File: src/pfdc_pkg.sv
// Shared constants and the result type of the prime factorizer.
`timescale 1ns / 1ps

package pfdc_pkg;

  localparam int WIDTH_DEF = 32;
  localparam int NUM_W     = 32;
  localparam int PRIME_W   = 32;
  localparam int EXP_W     = 5;
  localparam int DC_W      = 11;
  localparam int PC_W      = 5;
  localparam int FIRST_DIV = 2;

  typedef struct packed {
    logic [PRIME_W-1:0] prime;
    logic [EXP_W-1:0]   exponent;
    logic [DC_W-1:0]    divisor_count;
    logic [PC_W-1:0]    prime_count;
    logic               last;
  } result_t;

endpackage

File: src/pfdc_div.sv
// Bit-serial restoring divider that yields quotient and remainder.
`timescale 1ns / 1ps

module pfdc_div #(
  parameter int WIDTH = pfdc_pkg::WIDTH_DEF
) (
  input  logic             clk,
  input  logic             rst,
  input  logic             start,
  input  logic [WIDTH-1:0] dividend,
  input  logic [WIDTH-1:0] divisor,
  output logic             busy,
  output logic             done,
  output logic [WIDTH-1:0] quo,
  output logic [WIDTH-1:0] rem
);
  import pfdc_pkg::*;

  localparam int CNT_W = $clog2(WIDTH + 1);

  logic [CNT_W-1:0] cnt;
  logic [WIDTH-1:0] q;
  logic [WIDTH-1:0] part;
  logic [WIDTH-1:0] dvsr;
  logic [WIDTH:0]   shifted;
  logic [WIDTH:0]   diff;
  logic             ge;

  // One quotient bit per cycle; the borrow of the trial subtract decides it.
  assign shifted = {part, q[WIDTH-1]};
  assign diff    = shifted - {1'b0, dvsr};
  assign ge      = ~diff[WIDTH];

  always_ff @(posedge clk) begin
    if (rst) begin
      busy <= 1'b0;
      done <= 1'b0;
    end else begin
      done <= 1'b0;
      if (start) begin
        q    <= dividend;
        part <= '0;
        dvsr <= divisor;
        cnt  <= CNT_W'(WIDTH);
        busy <= 1'b1;
      end else if (busy) begin
        q    <= {q[WIDTH-2:0], ge};
        part <= ge ? diff[WIDTH-1:0] : shifted[WIDTH-1:0];
        cnt  <= cnt - 1'b1;
        if (cnt == CNT_W'(1)) begin
          busy <= 1'b0;
          done <= 1'b1;
        end
      end
    end
  end

  assign quo = q;
  assign rem = part;

endmodule

File: src/pfdc_oreg.sv
// Output register that holds one result until the receiver takes it.
`timescale 1ns / 1ps

module pfdc_oreg (
  input  logic              clk,
  input  logic              rst,
  input  logic              push,
  input  pfdc_pkg::result_t din,
  output logic              ready,
  output logic              out_valid,
  output pfdc_pkg::result_t dout,
  input  logic              out_stall
);
  import pfdc_pkg::*;

  assign ready = ~out_valid | ~out_stall;

  always_ff @(posedge clk) begin
    if (rst) begin
      out_valid <= 1'b0;
    end else if (push) begin
      out_valid <= 1'b1;
    end else if (~out_stall) begin
      out_valid <= 1'b0;
    end
  end

  always_ff @(posedge clk) begin
    if (push) begin
      dout <= din;
    end
  end

endmodule

File: src/prime_factorizer_divisor_count.sv
// Top level of the trial-division prime factorizer with divisor count.
//
// A request on the input channel (number, in_valid, in_stall) carries one
// unsigned number. The block answers with one result per distinct prime in
// ascending order on the output channel (prime, exponent, divisor_count,
// prime_count, last, out_valid, out_stall). The final result has last set and
// carries the divisor count and the prime count; earlier results carry zero
// there. Zero and one give a single last result with prime 0.
// One request is worked on at a time. Each trial division runs through a
// bit-serial divider, one quotient bit per cycle. Candidate divisors are
// tried upward from 2 while their square does not exceed the cofactor left,
// and each found prime divides the cofactor again until a remainder shows.
// A new request is taken as soon as the last result sits in the output
// register, even while the receiver stalls. A stalled receiver holds the
// search at the next result to be emitted. Reset empties the output register
// and returns the sequencer to idle.
`timescale 1ns / 1ps

module prime_factorizer_divisor_count #(
  parameter int WIDTH = pfdc_pkg::WIDTH_DEF
) (
  input  logic                         clk,
  input  logic                         rst,
  input  logic [pfdc_pkg::NUM_W-1:0]   number,
  input  logic                         in_valid,
  output logic                         in_stall,
  output logic [pfdc_pkg::PRIME_W-1:0] prime,
  output logic [pfdc_pkg::EXP_W-1:0]   exponent,
  output logic [pfdc_pkg::DC_W-1:0]    divisor_count,
  output logic [pfdc_pkg::PC_W-1:0]    prime_count,
  output logic                         last,
  output logic                         out_valid,
  input  logic                         out_stall
);
  import pfdc_pkg::*;

  localparam int SQ_W = WIDTH + 1;

  typedef enum logic [4:0] {
    S_IDLE  = 5'b00001,
    S_CHECK = 5'b00010,
    S_DIV   = 5'b00100,
    S_REC   = 5'b01000,
    S_FIN   = 5'b10000
  } state_t;

  state_t           state;
  logic [WIDTH-1:0] r;
  logic [WIDTH-1:0] d;
  logic [SQ_W-1:0]  sq;
  logic [EXP_W-1:0] e;
  logic [DC_W-1:0]  dc;
  logic [PC_W-1:0]  pc;
  logic             pend_valid;
  logic [WIDTH-1:0] pend_prime;
  logic [EXP_W-1:0] pend_exp;
  logic             tiny;

  logic             accept;
  logic [WIDTH-1:0] n_in;
  logic             in_range;
  logic [EXP_W:0]   e_inc;
  logic [DC_W+EXP_W:0] dc_prod;

  logic             div_start;
  logic [WIDTH-1:0] div_dividend;
  logic             div_busy;
  logic             div_done;
  logic [WIDTH-1:0] div_quo;
  logic [WIDTH-1:0] div_rem;

  logic             push;
  logic             push_ok;
  result_t          push_data;
  result_t          out_data;

  assign in_stall = (state != S_IDLE);
  assign accept   = in_valid & ~in_stall;
  assign n_in     = WIDTH'(number);
  assign in_range = (sq <= {1'b0, r});
  assign e_inc    = {1'b0, e} + 1'b1;
  assign dc_prod  = dc * e_inc;

  pfdc_div #(
    .WIDTH(WIDTH)
  ) u_div (
    .clk     (clk),
    .rst     (rst),
    .start   (div_start),
    .dividend(div_dividend),
    .divisor (d),
    .busy    (div_busy),
    .done    (div_done),
    .quo     (div_quo),
    .rem     (div_rem)
  );

  pfdc_oreg u_oreg (
    .clk      (clk),
    .rst      (rst),
    .push     (push),
    .din      (push_data),
    .ready    (push_ok),
    .out_valid(out_valid),
    .dout     (out_data),
    .out_stall(out_stall)
  );

  always_comb begin
    div_start    = 1'b0;
    div_dividend = r;
    push         = 1'b0;
    push_data    = '0;
    unique case (state)
      S_CHECK: begin
        div_start = in_range;
      end
      S_DIV: begin
        // An exact division restarts at once on the quotient.
        if (div_done && div_rem == '0) begin
          div_start    = 1'b1;
          div_dividend = div_quo;
        end
      end
      S_REC: begin
        if (pend_valid && push_ok) begin
          push               = 1'b1;
          push_data.prime    = PRIME_W'(pend_prime);
          push_data.exponent = pend_exp;
        end
      end
      S_FIN: begin
        if (push_ok) begin
          push = 1'b1;
          if (tiny) begin
            push_data.divisor_count = DC_W'(1);
            push_data.last          = 1'b1;
          end else if (r != WIDTH'(1)) begin
            if (pend_valid) begin
              push_data.prime    = PRIME_W'(pend_prime);
              push_data.exponent = pend_exp;
            end else begin
              // The cofactor left over is itself a prime.
              push_data.prime         = PRIME_W'(r);
              push_data.exponent      = EXP_W'(1);
              push_data.divisor_count = {dc[DC_W-2:0], 1'b0};
              push_data.prime_count   = pc + 1'b1;
              push_data.last          = 1'b1;
            end
          end else begin
            push_data.prime         = PRIME_W'(pend_prime);
            push_data.exponent      = pend_exp;
            push_data.divisor_count = dc;
            push_data.prime_count   = pc;
            push_data.last          = 1'b1;
          end
        end
      end
      default: begin
      end
    endcase
  end

  always_ff @(posedge clk) begin
    if (rst) begin
      state      <= S_IDLE;
      pend_valid <= 1'b0;
      tiny       <= 1'b0;
    end else begin
      unique case (state)
        S_IDLE: begin
          if (accept) begin
            r          <= n_in;
            d          <= WIDTH'(FIRST_DIV);
            sq         <= SQ_W'(FIRST_DIV * FIRST_DIV);
            e          <= '0;
            dc         <= DC_W'(1);
            pc         <= '0;
            pend_valid <= 1'b0;
            tiny       <= (n_in[WIDTH-1:1] == '0);
            state      <= (n_in[WIDTH-1:1] == '0) ? S_FIN : S_CHECK;
          end
        end
        S_CHECK: begin
          state <= in_range ? S_DIV : S_FIN;
        end
        S_DIV: begin
          if (div_done) begin
            if (div_rem == '0) begin
              r <= div_quo;
              e <= e + 1'b1;
            end else if (e != '0) begin
              state <= S_REC;
            end else begin
              d     <= d + 1'b1;
              sq    <= sq + {d, 1'b1};
              state <= S_CHECK;
            end
          end
        end
        S_REC: begin
          // The prime found before this one goes out first, as a plain result.
          if (!pend_valid || push_ok) begin
            pend_prime <= d;
            pend_exp   <= e;
            pend_valid <= 1'b1;
            dc         <= dc_prod[DC_W-1:0];
            pc         <= pc + PC_W'(e);
            e          <= '0;
            d          <= d + 1'b1;
            sq         <= sq + {d, 1'b1};
            state      <= S_CHECK;
          end
        end
        S_FIN: begin
          if (push_ok) begin
            pend_valid <= 1'b0;
            if (tiny || r == WIDTH'(1) || !pend_valid) begin
              state <= S_IDLE;
            end
          end
        end
        default: begin
          state <= S_IDLE;
        end
      endcase
    end
  end

  assign prime         = out_data.prime;
  assign exponent      = out_data.exponent;
  assign divisor_count = out_data.divisor_count;
  assign prime_count   = out_data.prime_count;
  assign last          = out_data.last;

  a_div_only_in_div: assert property (@(posedge clk) disable iff (rst)
    (state != S_DIV) |-> !div_busy)
    else $error("divider runs outside the division state");

  a_push_has_room: assert property (@(posedge clk) disable iff (rst)
    push |-> push_ok)
    else $error("result pushed into a full, stalled output register");

  a_cofactor_one_has_pending: assert property (@(posedge clk) disable iff (rst)
    (state == S_FIN && !tiny && r == WIDTH'(1)) |-> pend_valid)
    else $error("finished with a unit cofactor but no prime recorded");

  a_early_results_zero: assert property (@(posedge clk) disable iff (rst)
    (out_valid && !last) |-> (divisor_count == '0 && prime_count == '0))
    else $error("non-final result carries totals");

endmodule

File: config.mk
export PLATFORM = sky130hd
export DESIGN_NAME = prime_factorizer_divisor_count
export DESIGN_NICKNAME = d
export VERILOG_FILES = /design/src/pfdc_pkg.sv /design/src/pfdc_div.sv /design/src/pfdc_oreg.sv /design/src/prime_factorizer_divisor_count.sv
export SDC_FILE = /design/constraint.sdc
export NUM_CORES = 1
export LEC_CHECK = 0
export ABC_AREA = 0
export ABC_CLOCK_PERIOD_IN_PS = 8200
export BUFFER_PORTS_ARGS = -buffer_cell sky130_fd_sc_hd__buf_2
export CORE_MARGIN = 8
export CORE_UTILIZATION = 51
export CTS_CLUSTER_DIAMETER = 120
export DETAILED_ROUTE_END_ITERATION = 6
export PLACE_DENSITY = 0.74
export SETUP_SLACK_MARGIN = 0.2
export SYNTH_ARGS = -nofsm -noshare
export SYNTH_HDL_FRONTEND = slang
export SYNTH_SLANG_ARGS = --single-unit
File: constraint.sdc
create_clock -name clk -period 8.2 [get_ports clk]
set_clock_uncertainty 0.15 [all_clocks]
set_input_delay 0.41 -clock clk [delete_from_list [all_inputs] [get_ports clk]]
set_output_delay 0.41 -clock clk [all_outputs]
set_load 0.01 [all_outputs]
After elaboration in Yosys (flattened, before gate mapping)
Index checks and enable logic that the tools add are counted.
Cells by class
  add/sub/neg operators: 8
  multiply operators: 1
  $lt $le $gt $ge: 1
  equal/unequal tests: 19
  multiplexer cells: 68
  bitwise logic cells: 10
  reduce and logical (&&, ||, !) cells: 28
Operator list (count)
  2-to-1 mux 32 bit: 14
  2-to-1 mux 33 bit: 5
  2-to-1 mux 37 bit: 3
  2-to-1 mux 54 bit: 2
  case mux 33 bit (3 select lines): 1
  case mux 32 bit (3 select lines): 1
  case mux 37 bit (2 select lines): 1
  2-to-1 mux 5 bit: 14
  case mux 32 bit (2 select lines): 1
  adder 33 bit: 1
  <= comparator 33 x 32 -> 1 bit: 1
  2-to-1 mux 11 bit: 3
  subtractor 33 x 32 -> 33 bit: 1
  adder 32 x 1 -> 32 bit (second input constant): 1
  == test 32 x 1 -> 1 bit (second input constant): 1
  zero test 32 bit: 1
  inequality test 32 x 1 -> 1 bit (second input constant): 1
  zero test 31 bit: 1
  case mux 5 bit (5 select lines): 1
  case mux 11 bit (2 select lines): 1
  2-to-1 mux 17 bit: 1
  case mux 5 bit (3 select lines): 1
  inequality test 2 bit (second input constant): 7
  2-to-1 mux 1 bit: 13
  35 further kinds: 58
Storage, ports and cells
  register bits: 321
  input bits: 36
  output and inout port bits: 56
  word-level logic and storage cells: 159

Depth between registers and ports, before layout
Gate-level depths: netlist (run 1).
  depth in word-level cells: 6
  mapped depth: 19
  gate-level depth less buffers: 18

By module
Synthesis (run 1) repeated with hierarchy kept, for this count alone.
Second synthesis, totals
  cells, all modules: 1767
  area, all modules: 19452.4 sq um
Modules (own cells, without submodules)
  prime_factorizer_divisor_count: times used 1, cells each 1205, area an instance 11916.4 sq um, sequential area each 4794.6 sq um
  pfdc_div: times used 1, cells each 504, area an instance 5881.9 sq um, sequential area each 3103.0 sq um
  pfdc_oreg: times used 1, cells each 58, area an instance 1654.1 sq um, sequential area each 1641.6 sq um

Worst setup path before layout (run 1)
OpenSTA, ideal clock, no wires.
  kind: reg-to-reg
  from: register state[4]
  to: register d[0], enable pin
  setup time: 581 ps
  arrival time: 6135 ps
  data required time: 7469 ps
  slack: 1334 ps
  cell stages (with the launch flop): 9
  buffers on the path: 2
  period minus slack after synthesis: 6866 ps
  path through: dfxtp_1 -> nor2_1 -> and3_1 -> clkbuf_1 -> nor2_1 -> clkbuf_1 -> nand2_1 -> nand3_1 -> nor3b_1
Between the ends
  cells in the longest elaborated chain, start to end: 5
  elaborated cells on any way between the ends: 13
  those cells by class: eq/ne (9); bitwise (2); reduce/logical (2)
RTL lines
  from (decl): line prime_factorizer_divisor_count.sv:47  | state_t state;
  from (signal assigned): line prime_factorizer_divisor_count.sv:181  | state <= (n_in[WIDTH-1:1] == '0) ? S_FIN : S_CHECK;
  from (signal assigned): line prime_factorizer_divisor_count.sv:185  | state <= in_range ? S_DIV : S_FIN;
  inequality test 5 x 1 -> 1 bit: line prime_factorizer_divisor_count.sv:77  | assign in_stall = (state != S_IDLE);
  NOT 1 bit: line prime_factorizer_divisor_count.sv:78  | assign accept = in_valid & ~in_stall;
  bitwise AND 1 bit: line prime_factorizer_divisor_count.sv:78
  inequality test 2 bit (no line)
  AND reduction 7 bit (no line) *
  to (signal assigned): line prime_factorizer_divisor_count.sv:174  | d <= WIDTH'(FIRST_DIV);
  to (signal assigned): line prime_factorizer_divisor_count.sv:195  | d <= d + 1'b1;
  to (signal assigned): line prime_factorizer_divisor_count.sv:210  | d <= d + 1'b1;
  to (decl): line prime_factorizer_divisor_count.sv:49  | logic [WIDTH-1:0] d;
Mark *: on every way between the ends. The rest lies on a longest branch, timed or not.
A chain may end at the register's enable or synchronous reset.

Final worst setup path (run 1)
  from: register e[0]
  to: register dc[10], data pin
Between the ends
  cells in the longest elaborated chain, start to end: 4
RTL lines
  from (decl): line prime_factorizer_divisor_count.sv:51  | logic [EXP_W-1:0] e;
  from (signal assigned): line prime_factorizer_divisor_count.sv:191  | e <= e + 1'b1;
  adder 5 x 1 -> 6 bit: line prime_factorizer_divisor_count.sv:81  | assign e_inc = {1'b0, e} + 1'b1;
  multiplier 11 x 6 -> 11 bit: line prime_factorizer_divisor_count.sv:82  | assign dc_prod = dc * e_inc;
  2-to-1 mux 11 bit: line prime_factorizer_divisor_count.sv:203  | if (!pend_valid || push_ok) begin
  case mux 11 bit (2 select lines): line prime_factorizer_divisor_count.sv:170  | unique case (state)
  to (signal assigned): line prime_factorizer_divisor_count.sv:207  | dc <= dc_prod[DC_W-1:0];
  to (decl): line prime_factorizer_divisor_count.sv:52  | logic [DC_W-1:0] dc;
No other way between the ends. The select of a mux whose other input is x is not followed.

==> results of run 1 <==
## cell families after synthesis
group                    share of synthesized area
AO/OA/AOI/OAI                                0.113
buffers and inverters                       0.0375
adder cells (fa/ha/maj)                      0.109
XOR/XNOR                                    0.0475
multiplexers                                0.0339
AND/OR/NAND/NOR                              0.147
flip-flops                                   0.512
## per-stage QoR
stage	power, W	hold WS (ns)	area (µm²)
finish	0.00496	0.0275	20800
detailed placement	0.00340	0.367	19600
CTS	0.00498	0.00593	20800
global route	0.00522	0.0130	20800
floorplan	0.00308	0.301	18600
global placement	0.00337	0.346	19600
## worst reg2reg max path: cells and delay by family (launching register included)
family                   cells  cell delay, ns
AO/OA/AOI/OAI                5            0.86
adder cells (fa/ha/maj)      5            2.17
flip-flops                   1            0.60
buffers and inverters        1            0.04
XOR/XNOR                     2            0.65
AND/OR/NAND/NOR              3            0.38
## registers in the layout, indices dropped and copies added (netlist names)
name              count
d                    32
dc                   11
e                     5
pc                    5
pend_exp              5
pend_prime           32
pend_valid            1
r                    32
sq                   33
state                 5
tiny                  1
u_div.busy            1
u_div.cnt             6
u_div.done            1
u_div.dvsr           32
u_div.quo            32
u_div.rem            32
u_oreg.dout          54
u_oreg.out_valid      1
## layer usage
layer,wire (µm),up-vias,track usage
met2,22300,467,0.356
met4,1850,2,0.0855
met1,19300,6425,0.272
met3,3470,107,0.0374
met5,16,-,0
li1,-,6238,-
## layout by cell type (no fill, tap or decap), types with 11 or more instances in the layout
cell type	n
a21o_1	54
buf_2	91
nor3_1	15
mux2i_1	27
and2_1	32
a21oi_1	81
edfxtp_1	311
inv_1	123
o21ai_0	34
nor2b_1	31
nand2b_1	17
xnor2_1	57
ha_1	118
xor2_1	44
or3_1	11
mux2_2	32
nor4_1	26
fa_1	28
clkbuf_16	37
nand2_1	165
nand4_1	26
and3_1	14
buf_4	14
a22o_1	48
nand3_1	39
nor2_1	152
## timing repair
action,CTS,global route
buffers inserted,0,0
hold buffers,2,0
resized for setup,0,0
endpoints found under the hold margin,2,0
## power breakdown
| group | total (W) | leakage (nW) | internal [W] | switching, W |
|---|---|---|---|---|
| combinational | 0.00124 | 4.76 | 0.000537 | 0.000705 |
| clock | 0.00158 | 0.543 | 0.000927 | 0.000653 |
| sequential | 0.00214 | 2.87 | 0.00197 | 0.000174 |
## worst paths after layout
kind | depth (start not counted) | from | to | slack (ns)
setup / recovery | 16 | e[0] | dc[10] | 3.07
hold / removal | 3 | number[5] | r[5] | 0.03
setup reg to reg | 16 | e[0] | dc[10] | 3.07
hold reg to reg | 2 | u_div.busy | u_div.busy | 0.38
## layout make-up
| class | instances | area [µm²] |
|---|---|---|
| flip-flops and latches | 321 | 9540 |
| inverters | 123 | 462 |
| clock inverters | 14 | 168 |
| clock buffers | 47 | 963 |
| fillers | 3071 | 15500 |
| repair buffers | 107 | 581 |
| multi-input cells | 1173 | 8490 |
| diodes | 1 | 2.50 |
| well taps | 468 | 586 |
==> summary.md, run 1 <==
| Metric | Value |
|---|---|
| Detailed Route Iter0 Violations | 985 |
| Count leader, synth | edfxtp_1 |
| Tmin final | 5.13 ns |
| Top_reg_cell synth | edfxtp_1 |
| H-tree depth | 2 |
| I/O Buffers | 91 |
| Mapped cell area | 0.0186 mm² |
| Largest net degree at the start of global routing | between 70 and 80 |
| Top-area cell type share of the netlist area | 0.502 |
| Top cells by area, synth | edfxtp_1, ha_1, nand2_1, nor2_1, fa_1 |
| EDFF count, synth | 311 |
| DP HPWL | 33900 µm |
| TritonCTS clock tree | done |
| # rows | 70 |
| Status | finished, final reports clean |
| Clk root buf | clkbuf_16 |
| Vias | 13200 |
| Worst slew pin tran | about 1.1 ns |
| Sink Count | 321 |
| Post-route DRC | 0 |
| Syn_nets | 1849 |
| Worst hold path type | in2reg |
| ANT nets after route | 0 |
| Pre-CTS setup slack | just over 3 ns |
| Initial antenna violation count | 3 |
| Placer Congestion | 0.911 |
| Number of synthesized register bits | between 300 and 400 |
| Vias in the first global route | between 10000 and 15000 |
| Pwr/cell area | ~240 mW/mm² |
| Gr ovfl total | 0 |
| Crit path DAT | about 5.2 ns |
| Ys async rst share | 0 |
| Share of layout cells above drive strength 1 | 0.118 |
| Die width | around 210 µm |
| Worst Path Max Fanout | 14 |
| Worst-path clk slew | approximately 0.060 ns |
| Synth cell types | 75 |
| Largest stage delay, worst path | 0.60 ns |
| Setup WS post-layout | 3.07 ns |
| Setup crit start kind | flip-flop |
| Max Fclk | around 0.19 GHz |
| Most frequent cells after synthesis | edfxtp_1, nand2_1, nor2_1, inv_1, ha_1 |
| Via density | 5.87 |
| Post-synthesis area per instance | 11.2 µm² |
| Total track usage | 0.213 |
| Seq/Total Area, Yosys | 0.512 |
| Core occupancy in the finished layout | 0.573 |
| Post-Synthesis Cells | 1667 |
| Final worst path period share | 0.625 |
| Top-Level Pins | 92 |
| Critical path capture point type | flip-flop |
| Leakage | 8.18 nW |
| Routed wire length | 46900 µm |
| Worst vdd ir | around 0.14 mV |
| Die H | 207 µm |
| Layout net count | a little under 2000 |
| Slew headroom | 0.243 |
| Crit path max-delay family | adder cells |
| Setup TNS | 0 ns |
| Max_cap viols | 0 |
| Critical path class | reg2reg |
| Starting Density | 0.514 |
| Placed Cells | about 2200 |
| RSZ-0062 raised after global routing | false |
| Worst EP required | just over 8 ns |
| Max-slew violations | 0 |
| Max clock buf depth | 3 |
| Synthesis Warnings | 0 |
| Core box area | 0.0363 mm² |
| Synth area leader | edfxtp_1 |
| Total Die Area | about 0.043 mm² |
| Clock buffers created by TritonCTS | 36 |
| CP max-delay cell | edfxtp_1 |
| WL/cell | 20.8 µm |
| Area growth from synthesis to layout | 11.7% |
| Clock Latency Late Sink | 0.53 ns |
| Final-report hold violation count | 0 |
| Crit path cell chain | ha_1, nand3_1, xor2_1, nand2b_1, fa_1, fa_1, fa_1, inv_1, ha_1, a21o_1, a21o_1, a21oi_1, o21bai_1, a21oi_1, xnor2_1, nor2_1 |
| Fin cells | approximately 2300 |
| Crit-path most repeated cell | fa_1 |
| Buffers and inverters on the worst path | 1 |
| Drt pass-1 iters | 7 |
| Final setup fails | 0 |
| First-pass GRT wire length | approximately 74000 µm |
Note: power is estimated with default switching activity, not from simulation.
==> run 2, diff against run 1 <==
ABC_CLOCK_PERIOD_IN_PS = 4750   (was 8200)
clock period = 4.75 ns   (was 8.2 ns; I/O delays follow)
==> summary.md, run 2 (synthesized netlist as in run 1, its figures left out) <==
| Metric | Value |
|---|---|
| Status | finished, final reports clean |
| R2R Path End | dc[10] |
| Worst vdd ir | 0.237 mV (+70%) |
| Critical path class | reg2reg |
| Max clock buf depth | 3 (unchanged) |
| Biggest register | u_oreg.dout |
| P_int | 0.00614 W (+79%) |
| H-tree depth | 2 (unchanged) |
| Hold-critical path depth | 2 (-1) |
| Drt pass-1 iters | 5 (-2) |
| Dpl cell area | 0.0199 mm² (+1.3%) |
| Max-slew violations | 0 (unchanged) |
| Clk pwr share | 0.313 (-0.005) |
| TritonCTS clock tree | done |
| WHS Endpoint | u_div.busy |
| Area growth from synthesis to layout | 16.1% |
| Setup crit start kind | flip-flop |
| # rows | 70 (unchanged) |
| Initial antenna violation count | 1 (-2) |
| Psw | 0.00278 W (+82%) |
| First-pass GRT wire length | 75800 µm (+3.1%) |
| Worst-path clk slew | 0.06 ns (about the same) |
| Post-route DRC | 0 (unchanged) |
| Clock Latency Late Sink | 0.54 ns (about the same) |
| Clk root buf | clkbuf_16 |
| Clock buffers created by TritonCTS | 35 (-2.8%) |
| Die H | 207 µm (unchanged) |
| R2r setup slk | 0.29 ns (-2.78 ns) |
| Starting Density | 0.514 (unchanged) |
| Critical path capture point type | flip-flop |
| Most frequent cells in the layout | edfxtp_1, nand2_1, nor2_1 |
| Vias in the first global route | 13800 (+4.1%) |
| Most common cell after layout, fill and taps aside | edfxtp_1 |
| Slew headroom | 0.244 (+0.00109) |
| Top-Level Pins | 92 (unchanged) |
| Share of layout cells above drive strength 1 | 0.146 (+0.0276) |
| Fin area | 0.0216 mm² (+3.9%) |
| Worst EP required | 4.86 ns (-3.45 ns) |
| Final-report hold violation count | 0 (unchanged) |
| Layout net count | 2016 (+3.7%) |
| WL/cell | 20.8 µm (-0.12%) |
| Core box area | 0.0363 mm² (unchanged) |
| Leakage | 8.56 nW (+4.7%) |
| Worst Path Max Fanout | 4 (-10) |
| Sink Count | 321 (unchanged) |
| Setup TNS | 0 ns (unchanged) |
| Total track usage | 0.220 (+0.00760) |
| Worst slew pin tran | 1.13 ns (-0.00147 ns) |
| Crit path DAT | 4.57 ns (-0.67 ns) |
| Comb power frac | 0.276 (+0.026) |
| Vias | 13600 (+2.8%) |
| Sw Share | 0.312 (+0.00321) |
| Pwr/cell area | 413 mW/mm² (+73%) |
| Min-delay src | u_div.busy |
| Sequential share of power | 0.411 (-0.021) |
| Max reg flops | 54 (unchanged) |
| Regs by FF count | u_oreg.dout x54, sq x33 |
| Die width | 207 µm (unchanged) |
| ANT nets after route | 0 (unchanged) |
| Final worst path period share | 0.938 (+0.313) |
| Reg2Reg Launch Point | e[0] |
| Gr ovfl total | 0 (unchanged) |
| Tmin final | 4.46 ns (-0.671 ns) |
| Largest net degree at the start of global routing | 66 (-8.3%) |
| RSZ-0062 raised after global routing | true |
| Placer Congestion | 0.890 (-2.3%) |
| Max Fclk | 0.224 GHz (+15%) |
| Worst hold path type | reg2reg |
| Final setup fails | 0 (unchanged) |
| Via density | 5.84 (-0.51%) |
| Routed wire length | 48300 µm (+3.2%) |
| Max_cap viols | 0 (unchanged) |
| I/O Buffers | 91 (unchanged) |
| DP HPWL | 34300 µm (+1.3%) |
| Total Die Area | 0.0429 mm² (unchanged) |
| R2R cell count | 16 (unchanged) |
| Detailed Route Iter0 Violations | 1065 (+8.1%) |
[run 2: cell types whose count changed in the layout (fill, tap and decap cells not counted), moves of 3 or more]
cell           change
dlygate4sd3_1     +34
clkinv_2           +4
buf_4             +36
clkinv_1           +3
ha_1               -5
ha_4               +5
clkbuf_1           -6
[run 2: layout make-up]
class                           count  area, µm²
Fill cell                        2935      14600
Sequential cell                   321       9540
Multi-Input combinational cell   1173       8620
Timing Repair Buffer              180       1240
Clock buffer                       41        941
Tap cell                          468        586
Inverter                          123        462
Clock inverter                     21        221
Antenna cell                        1       2.50
[run 2: worst max path at each step]
| stage | from | to | slack, ns | cells after the start |
|---|---|---|---|---|
| 3_3_place_gp | e[0] | dc[10] | 0.20 | 16 |
| 6_report | e[0] | dc[10] | 0.29 | 16 |
| 2_1_floorplan | e[0] | dc[10] | 0.23 | 18 |
| 3_5_place_dp | e[0] | dc[10] | 0.14 | 17 |
| 5_1_grt | e[0] | dc[10] | 0.12 | 19 |
| 4_1_cts | e[1] | dc[10] | 0.20 | 16 |
[run 2: worst max-delay path, stage by stage (launching register included)]
cell and delay, ns:
edfxtp_1 0.47, ha_4 0.21, nand3_1 0.13, xor2_2 0.22, nand2b_4 0.16, fa_1 0.56, fa_1 0.45, fa_1 0.54
inv_1 0.06, ha_4 0.24, a21o_1 0.18, a21o_1 0.20, a21oi_2 0.16, o21bai_1 0.09, a21oi_1 0.16, xnor2_1 0.14
nor2_1 0.06
[run 2: per-stage QoR]
stage	instances	worst slack [ns]	power (W)	hold WS (ns)	util
after floorplan	1667	0.227	0.00532	0.163	-
after global placement	2219	0.199	0.00589	0.354	0.549
after detailed placement	2219	0.137	0.00596	0.361	0.549
after CTS	2319	0.202	0.00879	0.367	0.591
after global routing	2328	0.118	0.00937	0.380	0.596
final	2328	0.292	0.00892	0.374	0.596
[run 2: power by group through the flow]
stage,Combinational [W],Sequential (W),Clock [W]
after floorplan,0.00172,0.00360,0
after global placement,0.00218,0.00370,0
after detailed placement,0.00226,0.00371,0
after CTS,0.00232,0.00365,0.00282
after global routing,0.00276,0.00368,0.00292
final,0.00246,0.00366,0.00279
[run 2: timing repair]
item | CTS | global route
gates resized for setup | 1 | 19
endpoints found under the hold margin | 40 | 0
hold buffers | 36 | 0
pin swaps | 0 | 9
setup buffers | 2 | 8
endpoints found under the setup margin | 2 | 2
[run 2: metal layers]
metal  global-route usage  part of all wire
met5                    0                 0
met4                0.114             0.050
met1                0.273              0.41
met3               0.0374             0.060
met2                0.367              0.48
==> run 3, diff against run 2 <==
CAP_MARGIN = 20   (was default)
CTS_BUF_LIST = sky130_fd_sc_hd__clkbuf_4 sky130_fd_sc_hd__clkbuf_8   (was default)
==> summary.md, run 3 (synthesized netlist as in run 1, its figures left out) <==
| Metric | Value |
|---|---|
| Status | finished, final reports clean |
| Vias | 13700 (+0.71%) |
| WHS Endpoint | r[0] |
| DP HPWL | 34300 µm (unchanged) |
| Area growth from synthesis to layout | 16.2% |
| Clock Latency Late Sink | 0.62 ns (+0.08 ns) |
| Clock buffers created by TritonCTS | 53 (+51%) |
| Worst slew pin tran | 0.947 ns (-0.184 ns) |
| Drt pass-1 iters | 5 (unchanged) |
| Pwr/cell area | 406 mW/mm² (-1.7%) |
| ANT nets after route | 0 (unchanged) |
| Critical path class | reg2reg |
| Regs by FF count | u_oreg.dout x54, sq x33 |
| N_diodes | 0 (-1) |
| Fill cell count | 2921 (-0.48%) |
| Worst-path clk slew | 0.06 ns (about the same) |
| Final-report hold violation count | 0 (unchanged) |
| Routed wire length | 47800 µm (-1.1%) |
| Most frequent cells in the layout | edfxtp_1, nand2_1, nor2_1 |
| Post-route DRC | 0 (unchanged) |
| Vias in the first global route | 13900 (+0.59%) |
| Worst EP required | 4.94 ns (+0.08 ns) |
| Initial antenna violation count | 0 (-1) |
| Total track usage | 0.220 (-0.000671) |
| R2R cell count | 16 (unchanged) |
| Setup TNS | 0 ns (unchanged) |
| Max_cap viols | 0 (unchanged) |
| Tmin final | 4.37 ns (-0.0844 ns) |
| # rows | 70 (unchanged) |
| Most common cell after layout, fill and taps aside | edfxtp_1 |
| Share of layout cells above drive strength 1 | 0.164 (+0.0178) |
| Die H | 207 µm (unchanged) |
| Worst vdd ir | 0.254 mV (+7.0%) |
| Clk root buf | clkbuf_8 |
| R2r setup slk | 0.38 ns (+0.08 ns) |
| Multi-input gate area | 0.00862 mm² (about the same) |
| Min-delay src | number[0] |
| Max-slew violations | 0 (unchanged) |
| Critical path capture point type | flip-flop |
| Slew headroom | 0.368 (+0.124) |
| H-tree depth | 2 (unchanged) |
| TritonCTS clock tree | done |
| Max clock buf depth | 3 (unchanged) |
| Die width | 207 µm (unchanged) |
| Top-Level Pins | 92 (unchanged) |
| Worst Path Max Fanout | 6 (+2) |
| Placer Congestion | 0.890 (unchanged) |
| Via density | 5.80 (-0.79%) |
| Layout net count | 2036 (+0.99%) |
| Total Die Area | 0.0429 mm² (unchanged) |
| Gr ovfl total | 0 (unchanged) |
| Reg2Reg Launch Point | e[0] |
| Max reg flops | 54 (unchanged) |
| Core box area | 0.0363 mm² (unchanged) |
| Setup WS post-layout | 0.377 ns (+0.0844 ns) |
| Final worst path period share | 0.921 (-0.0178) |
| Pre-CTS setup slack | 0.137 ns (unchanged) |
| I/O Buffers | 91 (unchanged) |
| Max Fclk | 0.229 GHz (+1.9%) |
| Worst hold path type | in2reg |
| Design Power | 0.00878 W (-1.5%) |
| Starting Density | 0.514 (unchanged) |
| Seq. cell area | 0.00954 mm² (unchanged) |
| WL/cell | 20.2 µm (-2.6%) |
| Largest net degree at the start of global routing | 66 (unchanged) |
| Final setup fails | 0 (unchanged) |
| R2R Path End | dc[9] |
| First-pass GRT wire length | 75700 µm (-0.18%) |
| RSZ-0062 raised after global routing | false |
| Biggest register | u_oreg.dout |
| Sink Count | 321 (unchanged) |
| Crit path DAT | 4.56 ns (about the same) |
| Detailed Route Iter0 Violations | 1077 (+1.1%) |
| Setup crit start kind | flip-flop |
| Leakage | 8.61 nW (+0.53%) |
| Hold-critical path depth | 4 (+2) |
==> run 3: changes by cell type in the layout (fill, tap and decap cells not counted), sizes merged <==
cell	before	now
clkbuf	41	72
buf	144	146
clkinv	15	17
bufinv	4	5
clkinvlp	1	2
diode	1	0
inv	124	123
==> run 3: where the power goes <==
part           internal, W  switching [W]  leakage (nW)
registers          0.00339       0.000267          2.87
clock network      0.00151        0.00115         0.601
logic              0.00110        0.00136          5.13
==> run 3: timing repair <==
item	CTS	global route
hold buffers	36	0
endpoints found under the setup margin	2	2
gates resized for setup	1	20
endpoints found under the hold margin	44	0
pin swaps	0	10
cloned	0	0
buffers inserted	2	9
==> run 3: per-layer routing <==
layer / vias up / track usage / wire length, µm
met5: - / 0 / 0
met4: 0 / 0.115 / 2470
met3: 113 / 0.0415 / 2980
met2: 491 / 0.363 / 22700
met1: 6674 / 0.272 / 19700
li1: 6422 / - / -
==> run 3: stage by stage <==
step,hold slack (ns),utilization,cells,cell area (µm²)
floorplan,0.163,-,1667,18600
global placement,0.354,0.549,2219,19900
detailed placement,0.361,0.549,2219,19900
CTS,0.283,0.591,2353,21400
global route,0.320,0.597,2363,21600
finish,0.318,0.597,2363,21600
==> run 3: critical path, cell delays in order (launching register included) <==
cell and delay [ns]:
edfxtp_1 0.50, ha_4 0.23, xor2_4 0.17, and2_4 0.19, fa_1 0.53, inv_1 0.05
fa_1 0.50, fa_1 0.54, inv_1 0.06, ha_4 0.24, a21o_1 0.18, a21o_1 0.18
a21oi_2 0.15, nor2_1 0.05, nor2_1 0.13, xor2_1 0.17, nor2_1 0.06
==> run 3: cell type report <==
class | instances | area share
Tap cell | 468 | 0.0271
Sequential cell | 321 | 0.441
Inverter | 123 | 0.0213
Multi-Input combinational cell | 1173 | 0.398
Clock buffer | 72 | 0.0417
Clock inverter | 24 | 0.0119
Timing Repair Buffer | 182 | 0.0587
==> run 3: worst max path at each step <==
stage	startpoint	endpoint	slack (ns)	cells after the start
floorplan	e[0]	dc[10]	0.23	18
global route	e[0]	dc[9]	0.15	17
CTS	e[1]	dc[10]	0.26	16
global placement	e[0]	dc[10]	0.20	16
finish	e[0]	dc[9]	0.38	16
detailed placement	e[0]	dc[10]	0.14	17
